===== src/sv/dcsi_pkg.sv =====
`timescale 1ns / 1ps
// ----------------------------------------------------------------------------
// Dual-channel safety input package
// Shared types and constants for the debounce and discrepancy monitor.
// ----------------------------------------------------------------------------
package dcsi_pkg;

   // Evaluation modes of the channel pair
   typedef enum logic [1:0] {
      MODE_EQUIVALENT    = 2'd0,
      MODE_COMPLEMENTARY = 2'd1,
      MODE_SINGLE        = 2'd2,
      MODE_INVALID       = 2'd3
   } mode_type;

   // Configuration register indexes
   localparam int CsrIndexW = 2;
   localparam logic [CsrIndexW-1:0] CSR_INPUT_MODE        = 2'd0;
   localparam logic [CsrIndexW-1:0] CSR_DISCREPANCY_LIMIT = 2'd1;
   localparam logic [CsrIndexW-1:0] CSR_DEBOUNCE_SAMPLES  = 2'd2;

   localparam int CsrDataW  = 32;
   localparam int LimitW    = 32;
   localparam int SampleW   = 32;
   localparam int CountW    = 5;

endpackage


===== src/sv/dcsi_debounce.sv =====
`timescale 1ns / 1ps
// ----------------------------------------------------------------------------
// Channel debounce counter
// Up/down counter per channel; the filtered level sets at the sample limit
// and clears at zero, holding in between.
// ----------------------------------------------------------------------------
module dcsi_debounce (
   input  logic                          clock,
   input  logic                          reset,
   input  logic                          step_en,
   input  logic                          raw_sample,
   input  logic [dcsi_pkg::CountW-1:0]   samples_limit,
   output logic                          level_next
);

   logic [dcsi_pkg::CountW-1:0] count_ff;
   logic [dcsi_pkg::CountW-1:0] count_in;
   logic                        level_ff;
   logic                        level_in;

   always_comb begin
      count_in = count_ff;
      if (raw_sample) begin
         if (count_ff < samples_limit) begin
            count_in = count_ff + dcsi_pkg::CountW'(1);
         end
      end else begin
         if (count_ff != '0) begin
            count_in = count_ff - dcsi_pkg::CountW'(1);
         end
      end
   end

   // A count at or above a lowered limit still reads as high
   always_comb begin
      priority if (count_in >= samples_limit) begin
         level_in = 1'b1;
      end else if (count_in == '0) begin
         level_in = 1'b0;
      end else begin
         level_in = level_ff;
      end
   end

   assign level_next = level_in;

   always_ff @(posedge clock) begin
      if (reset) begin
         count_ff <= '0;
         level_ff <= 1'b0;
      end else if (step_en) begin
         count_ff <= count_in;
         level_ff <= level_in;
      end
   end

endmodule


===== src/sv/dcsi_eval.sv =====
`timescale 1ns / 1ps
// ----------------------------------------------------------------------------
// Channel pair evaluator
// Applies the input mode to the filtered levels, runs the discrepancy timer
// and keeps the held safe value and fault state.
// ----------------------------------------------------------------------------
module dcsi_eval #(
   parameter int TIME_BITS = 32
) (
   input  logic                          clock,
   input  logic                          reset,
   input  logic                          step_en,
   input  dcsi_pkg::mode_type            input_mode,
   input  logic [dcsi_pkg::LimitW-1:0]   disc_limit,
   input  logic [TIME_BITS-1:0]          now,
   input  logic                          filt_a,
   input  logic                          filt_b,
   output logic                          safe_next,
   output logic                          fault_next
);

   localparam int CmpW = (TIME_BITS > dcsi_pkg::LimitW) ? TIME_BITS : dcsi_pkg::LimitW;

   logic                 held_ff;
   logic                 held_in;
   logic                 fault_ff;
   logic                 fault_in;
   logic [TIME_BITS-1:0] disagree_ff;
   logic [TIME_BITS-1:0] disagree_in;
   logic [TIME_BITS-1:0] prev_ff;

   logic                 later;
   logic [TIME_BITS-1:0] time_delta;
   logic [TIME_BITS:0]   timer_sum;
   logic [TIME_BITS-1:0] disagree_run;
   logic [CmpW-1:0]      disagree_cmp;
   logic [CmpW-1:0]      limit_cmp;
   logic [TIME_BITS-1:0] limit_trunc;

   // Discrepancy timer: start from delta or one, then accumulate and saturate
   always_comb begin
      later      = now > prev_ff;
      time_delta = later ? (now - prev_ff) : '0;
      timer_sum  = {1'b0, disagree_ff} + {1'b0, time_delta};
      if (disagree_ff == '0) begin
         disagree_run = ((prev_ff != '0) && later) ? time_delta : TIME_BITS'(1);
      end else begin
         disagree_run = timer_sum[TIME_BITS] ? '1 : timer_sum[TIME_BITS-1:0];
      end
      disagree_cmp = CmpW'(disagree_run);
      limit_cmp    = CmpW'(disc_limit);
      limit_trunc  = TIME_BITS'(limit_cmp);
   end

   always_comb begin
      held_in     = held_ff;
      fault_in    = fault_ff;
      disagree_in = disagree_ff;
      unique case (input_mode)
         dcsi_pkg::MODE_EQUIVALENT: begin
            if (filt_a == filt_b) begin
               held_in     = filt_a;
               fault_in    = 1'b0;
               disagree_in = '0;
            end else begin
               disagree_in = disagree_run;
               if (disagree_cmp >= limit_cmp) begin
                  fault_in = 1'b1;
                  held_in  = 1'b0;
               end
            end
         end
         dcsi_pkg::MODE_COMPLEMENTARY: begin
            if (filt_a != filt_b) begin
               held_in     = filt_a;
               fault_in    = 1'b0;
               disagree_in = '0;
            end else begin
               held_in     = 1'b0;
               fault_in    = 1'b1;
               disagree_in = limit_trunc;
            end
         end
         dcsi_pkg::MODE_SINGLE: begin
            held_in     = filt_a;
            fault_in    = 1'b0;
            disagree_in = '0;
         end
         default: begin
            held_in  = 1'b0;
            fault_in = 1'b1;
         end
      endcase
   end

   assign safe_next  = held_in;
   assign fault_next = fault_in;

   always_ff @(posedge clock) begin
      if (reset) begin
         held_ff     <= 1'b0;
         fault_ff    <= 1'b0;
         disagree_ff <= '0;
         prev_ff     <= '0;
      end else if (step_en) begin
         held_ff     <= held_in;
         fault_ff    <= fault_in;
         disagree_ff <= disagree_in;
         prev_ff     <= now;
      end
   end

endmodule


===== src/sv/dual_channel_safety_input_core.sv =====
`timescale 1ns / 1ps
// ----------------------------------------------------------------------------
// Dual-channel safety input core
// Debounces two safety channels and monitors their discrepancy.
// ----------------------------------------------------------------------------
// Usage:
//   req_*  carries one sample of channels A and B with a millisecond
//          timestamp; a transfer happens when req_valid is high and
//          req_stall is low.
//   rsp_*  returns one result per sample: safe value, fault flag and both
//          debounced levels, in sample order.
//   csr_*  writes input mode, discrepancy limit and debounce sample count;
//          write only while no sample is in flight.
//   The sample lands in the input register, and the debounce and evaluation
//   logic load the result register when the stage steps. Throughput is one
//   sample per cycle while the result is not stalled; the whole update of the
//   debounce counters and the discrepancy timer fits in that one stage.
//   Reset (synchronous) clears the valid flags and the debounce and
//   evaluation state and restores the default configuration (equivalent
//   mode, zero limit, one debounce sample).
//   A stalled result holds; the input register keeps taking a sample as
//   long as it is empty, then req_stall rises until the result moves on.
// ----------------------------------------------------------------------------
module dual_channel_safety_input_core #(
   parameter int MAX_DEBOUNCE = 16,
   parameter int TIME_BITS    = 32
) (
   input  logic                              clock,
   input  logic                              reset,
   input  logic                              req_valid,
   output logic                              req_stall,
   input  logic                              req_chan_a_sample,
   input  logic                              req_chan_b_sample,
   input  logic [dcsi_pkg::SampleW-1:0]      req_sample_time,
   output logic                              rsp_valid,
   input  logic                              rsp_stall,
   output logic                              rsp_safe_value,
   output logic                              rsp_fault_flag,
   output logic                              rsp_debounced_a,
   output logic                              rsp_debounced_b,
   input  logic                              csr_write_en,
   input  logic [dcsi_pkg::CsrIndexW-1:0]    csr_index,
   input  logic [dcsi_pkg::CsrDataW-1:0]     csr_write_data
);

   localparam int WideW = (TIME_BITS > dcsi_pkg::SampleW) ? TIME_BITS : dcsi_pkg::SampleW;
   localparam int ClampW = 9;

   // Configuration registers
   dcsi_pkg::mode_type              mode_ff;
   logic [dcsi_pkg::LimitW-1:0]     limit_ff;
   logic [dcsi_pkg::CountW-1:0]     debounce_ff;
   logic [dcsi_pkg::CountW-1:0]     debounce_in;
   logic [dcsi_pkg::CountW-1:0]     debounce_raw;

   // Input register
   logic                            s1_valid_ff;
   logic                            s1_a_ff;
   logic                            s1_b_ff;
   logic [dcsi_pkg::SampleW-1:0]    s1_time_ff;

   // Result register
   logic                            rsp_valid_ff;
   logic                            safe_ff;
   logic                            fault_ff;
   logic                            filt_a_ff;
   logic                            filt_b_ff;

   logic                            advance;
   logic                            step_en;
   logic                            req_take;
   logic [TIME_BITS-1:0]            now;
   logic                            filt_a_next;
   logic                            filt_b_next;
   logic                            safe_next;
   logic                            fault_next;

   // Clamp the debounce count into one .. MAX_DEBOUNCE
   always_comb begin
      debounce_raw = csr_write_data[dcsi_pkg::CountW-1:0];
      priority if (debounce_raw == '0) begin
         debounce_in = dcsi_pkg::CountW'(1);
      end else if (ClampW'(debounce_raw) > ClampW'(MAX_DEBOUNCE)) begin
         debounce_in = dcsi_pkg::CountW'(MAX_DEBOUNCE);
      end else begin
         debounce_in = debounce_raw;
      end
   end

   always_ff @(posedge clock) begin
      if (reset) begin
         mode_ff     <= dcsi_pkg::MODE_EQUIVALENT;
         limit_ff    <= '0;
         debounce_ff <= dcsi_pkg::CountW'(1);
      end else if (csr_write_en) begin
         unique case (csr_index)
            dcsi_pkg::CSR_INPUT_MODE: begin
               mode_ff <= dcsi_pkg::mode_type'(csr_write_data[1:0]);
            end
            dcsi_pkg::CSR_DISCREPANCY_LIMIT: begin
               limit_ff <= csr_write_data[dcsi_pkg::LimitW-1:0];
            end
            dcsi_pkg::CSR_DEBOUNCE_SAMPLES: begin
               debounce_ff <= debounce_in;
            end
            default: begin
               // drop writes to unknown registers
            end
         endcase
      end
   end

   // Advance whenever the result register is empty or being taken
   assign advance   = !rsp_valid_ff || !rsp_stall;
   assign step_en   = s1_valid_ff && advance;
   assign req_stall = s1_valid_ff && !advance;
   assign req_take  = req_valid && !req_stall;

   always_ff @(posedge clock) begin
      if (reset) begin
         s1_valid_ff <= 1'b0;
      end else if (!req_stall) begin
         s1_valid_ff <= req_valid;
      end
   end

   always_ff @(posedge clock) begin
      if (req_take) begin
         s1_a_ff    <= req_chan_a_sample;
         s1_b_ff    <= req_chan_b_sample;
         s1_time_ff <= req_sample_time;
      end
   end

   assign now = TIME_BITS'(WideW'(s1_time_ff));

   dcsi_debounce u_debounce_a (
      .clock         (clock),
      .reset         (reset),
      .step_en       (step_en),
      .raw_sample    (s1_a_ff),
      .samples_limit (debounce_ff),
      .level_next    (filt_a_next)
   );

   dcsi_debounce u_debounce_b (
      .clock         (clock),
      .reset         (reset),
      .step_en       (step_en),
      .raw_sample    (s1_b_ff),
      .samples_limit (debounce_ff),
      .level_next    (filt_b_next)
   );

   dcsi_eval #(
      .TIME_BITS (TIME_BITS)
   ) u_eval (
      .clock      (clock),
      .reset      (reset),
      .step_en    (step_en),
      .input_mode (mode_ff),
      .disc_limit (limit_ff),
      .now        (now),
      .filt_a     (filt_a_next),
      .filt_b     (filt_b_next),
      .safe_next  (safe_next),
      .fault_next (fault_next)
   );

   always_ff @(posedge clock) begin
      if (reset) begin
         rsp_valid_ff <= 1'b0;
      end else if (advance) begin
         rsp_valid_ff <= s1_valid_ff;
      end
   end

   always_ff @(posedge clock) begin
      if (step_en) begin
         safe_ff   <= safe_next;
         fault_ff  <= fault_next;
         filt_a_ff <= filt_a_next;
         filt_b_ff <= filt_b_next;
      end
   end

   assign rsp_valid       = rsp_valid_ff;
   assign rsp_safe_value  = safe_ff;
   assign rsp_fault_flag  = fault_ff;
   assign rsp_debounced_a = filt_a_ff;
   assign rsp_debounced_b = filt_b_ff;

`ifndef SYNTH
   // A declared fault always forces the safe state
   assert property (@(posedge clock) disable iff (reset)
      rsp_valid_ff && rsp_fault_flag |-> !rsp_safe_value)
      else $error("fault declared with non-safe output value");

   // A sample held in the input register is never lost while stalled
   assert property (@(posedge clock) disable iff (reset)
      s1_valid_ff && !advance |=> s1_valid_ff && $stable(s1_time_ff))
      else $error("stalled input sample lost or changed");

   // An accepted sample occupies the input register next cycle
   assert property (@(posedge clock) disable iff (reset)
      req_take |=> s1_valid_ff)
      else $error("accepted sample not captured");

   // A result is produced exactly when the stage steps
   assert property (@(posedge clock) disable iff (reset)
      step_en |=> rsp_valid_ff)
      else $error("stepped sample produced no result");
`endif

endmodule

===== config.mk =====
export PLATFORM = sky130hd
export DESIGN_NAME = dual_channel_safety_input_core
export DESIGN_NICKNAME = d
export VERILOG_FILES = /design/src/sv/dcsi_pkg.sv /design/src/sv/dcsi_debounce.sv /design/src/sv/dcsi_eval.sv /design/src/sv/dual_channel_safety_input_core.sv
export SDC_FILE = /design/constraint.sdc
export NUM_CORES = 1
export LEC_CHECK = 0
export ABC_AREA = 1
export CAP_MARGIN = 20
export CORE_ASPECT_RATIO = 1.75
export CORE_MARGIN = 2
export CORE_UTILIZATION = 53
export CTS_CLUSTER_DIAMETER = 30
export CTS_CLUSTER_SIZE = 16
export DETAILED_ROUTE_END_ITERATION = 7
export DONT_BUFFER_PORTS = 1
export PLACE_DENSITY_LB_ADDON = 0.08
export SLEW_MARGIN = 20
export SYNTH_ARGS = -nofsm -noshare
export SYNTH_HDL_FRONTEND = slang
export SYNTH_HIERARCHICAL = 1
export SYNTH_SLANG_ARGS = --single-unit

===== constraint.sdc =====
create_clock -name clock -period 5.4 [get_ports clock]
set_clock_uncertainty 0.05 [all_clocks]
set_input_delay 0.27 -clock clock [delete_from_list [all_inputs] [get_ports clock]]
set_output_delay 0.27 -clock clock [all_outputs]
set_load 0.005 [all_outputs]

==> flow_summary.yaml <==
global_route:
  grt_pass1_wl_um: 67120
  grt_antenna_before_repair: 0
  grt_usage_pct: 32.79
  grt_pass1_vias: 13880
  gr-total-overflow: 0
  grt_max_degree: 66
timing:
  setup_violations: 0
  worst_pin_slew_ns: 1.029
  maxSlewViolCount: 0
  relSlewSlack_pct: 31.33
  rsz0062_at_grt: "yes"
  clock.fmax_ghz: 0.1909
  period_needed_ns: 5.238
  fin_tns_setup_ns: 0
  fin_crit_sh_pct: 97.00
  final_hold_viol_count: 0
floorplan:
  start_util_pct: 53.49
  die_w_um: 124.2
  die_h_um: 214.3
  design.die.area_mm2: 0.02662
  io_pins: 79
  coreArea_mm2: 0.02505
  rows: 77
cells_and_area:
  seq_area_mm2: 0.003523
  nets: 2548
  diodes: 0
  drive_gt1_share_pct: 20.74
  synthToLayoutAreaGrowth_pct: 30.48
  utilization_pct: 69.79
  nFillCells: 2210
  multi_input_area_mm2: 0.009384
setup_path:
  slowest_stage: "edfxtp_1"
  path_class: "flip-flop to flip-flop"
  slowest_delay_ns: 0.43
  crit_family: "simple AND/OR/NAND/NOR gates"
  critical_path_peak_fanout: 7
  arrival_ns: 5.54
  crit_buf_inv: 8
  crit_required_ns: 5.70
  crit_top_cell: "nand2_1"
  cp-start-kind: "flip-flop"
  cp-end-kind: "flip-flop"
logic_synthesis:
  synth_edf_count: 38
  syn_inst: 2128
  synth_nets: 2326
  yosysTopAreaCellShare_pct: 17.78
  ys_top_cells_by_area: "dfxtp_1 18%, nand2_1 16%, ha_1 11%"
  synthArstFlopShare_pct: 0
  synth.avg_cell_area_um2: 6.296
  synthFlopType: "dfxtp_1"
  syn-cell-area_mm2: 0.01340
  synth_seq_cells: 157
  seq_area_frac_synth_pct: 26.30
  ys_warn_count: 6
  yosysUniqueCellTypes: 43
  yosys.area.top_type: "dfxtp_1"
clocking:
  cts-root-buf: "clkbuf_16"
  cts_tree: "built"
  clkTransAtPathRegs_ns: 0.07
  clk_latency_ns: 0.45
  cts.sinks: 157
  h-tree-depth: 4
  clockBufferDepth: 2
  cts_buffers: 17
power_and_ir_drop:
  comb_power_share_pct: 52.1
  internal_power_mw: 3.304
  power_mw: 5.507
  clkPwrFrac_pct: 22.9
  ir_drop_mv: 0.2388
  p_seq_share_pct: 25.0
  power_density_mw_per_mm2: 315.0
  p_leak_nw: 8.716
  p_sw_mw: 2.203
  switching_share_pct: 40.01
route:
  post-route-drc-count: 0
  drtPass1Iterations: 5
  viasPerCell: 5.268
  drtIter0Drc: 610
  final_antenna_net_count: 0
  wl_per_cell_um: 16.66
  wl_um: 44640
  num_vias: 14110
placed_design:
  hpwl_um: 34260
  place_congestion: 0.9841
  io_buffers: 0
hold_path:
  hold_class: "input pin to flip-flop"
job:
  drv_cap: 0
status:
  status: "completed"
## routing by layer
layer | track usage, % | vias to the layer above | wire length, um
met5 | 0 | - | 0
met3 | 3.218 | 144 | 1071
met4 | 23.00 | 0 | 3711
met2 | 62.95 | 313 | 24020
met1 | 30.86 | 6445 | 15840
li1 | - | 7212 | -
## power groups by stage
stage	clock [mW]	combinational [mW]	sequential [mW]
2_1_floorplan	0	1.55	1.37
3_3_place_gp	0	2.24	1.39
3_5_place_dp	0	2.29	1.39
4_1_cts	1.28	2.38	1.37
5_1_grt	1.33	3.18	1.38
6_report	1.26	2.87	1.37
## worst register-to-register path, delay by kind of cell (launching register included)
kind / cells / cell delay [ns]
adder cells (fa/ha/maj): 3 / 0.91
buffers and inverters: 8 / 0.83
AO/OA/AOI/OAI: 6 / 0.98
flip-flops: 1 / 0.43
AND/OR/NAND/NOR: 19 / 1.92
## cell families after synthesis
group / count (synthesis) / synth area share, %
flops: 157 / 26.30
buf+inv: 402 / 11.79
simple gates: 1081 / 34.47
fa+ha+maj: 125 / 11.79
compound gates: 324 / 13.11
xor+xnor: 39 / 2.550
## state kept, by name, indices dropped and copies added (netlist names), 2 cells and up
| signal | count |
|---|---|
| now | 32 |
| u_debounce_a/count_ff | 5 |
| u_eval/prev_ff | 32 |
| debounce_ff | 5 |
| u_eval/disagree_ff | 32 |
| u_debounce_b/count_ff | 5 |
| limit_ff | 32 |
| mode_ff | 2 |
## cells in the mapped netlist (3+ instances only)
cell,number
a21o_1,11
a21oi_1,184
a21oi_4,3
and2_1,40
buf_2,10
buf_4,6
buf_6,4
clkbuf_1,27
dfxtp_1,119
edfxtp_1,38
ha_1,123
inv_1,345
inv_2,6
nand2_1,584
nand2_2,15
nand3_1,123
nand3b_1,12
nand4_1,31
nor2_1,231
nor2_2,9
nor3_1,13
nor3_2,3
nor4_1,11
o21ai_0,100
o21ai_1,6
o21ai_2,10
o21bai_1,4
xnor2_1,21
xor2_1,18
## layout by cell type, fill, tap and decap left out, types with 20 or more instances in the layout
master,count
nand2_1,525
inv_1,338
nor2_1,193
buf_4,158
a21oi_1,152
dfxtp_1,119
nand3_1,101
ha_1,94
o21ai_0,85
dlygate4sd3_1,72
nand2_2,62
nor2_2,40
edfxtp_1,38
nand4_1,31
a21oi_2,30
ha_4,28
nand3_2,22
and2_4,21
clkbuf_16,20
## cell type report
cell class / count / area share, %
multi-input cells: 1569 / 53.68
flip-flops and latches: 157 / 20.15
repair buffers: 250 / 12.80
inverters: 355 / 7.651
clock buffers: 19 / 2.591
well taps: 316 / 2.262
clock inverters: 13 / 0.8660
## metrics by stage
step / setup WS [ns] / std cells / cell area (um2) / hold slack (ns)
finish: 0.1618 / 2679 / 17480 / 0.02011
global route: -0.1346 / 2679 / 17480 / 0.04020
CTS: 0.005497 / 2648 / 16110 / 0.007115
detailed placement: -0.1229 / 2540 / 14660 / 0.2957
global placement: -0.04227 / 2540 / 14660 / 0.2915
floorplan: 0.2194 / 2128 / 13400 / 0.2891
## path summary, 6_finish.rpt
check	from	endpoint	slack, ns	depth (start not counted)
max	now[24]	u_eval/fault_ff	0.16	36
min	csr_index[0]	debounce_ff[2]	0.02	3
max reg2reg	now[24]	u_eval/fault_ff	0.16	36
min reg2reg	u_eval/prev_ff[14]	u_eval/prev_ff[14]	0.43	2
## what timing repair did
| action | 4_1_cts | 5_1_grt |
|---|---|---|
| cloned | 1 | 3 |
| endpoints found under the hold margin | 89 | 0 |
| hold buffers | 72 | 0 |
| buffers inserted | 3 | 29 |
| pin swaps | 10 | 92 |
| gates resized for setup | 23 | 262 |
| endpoints found under the setup margin | 4 | 4 |
Power figures use the tool's default switching activity.
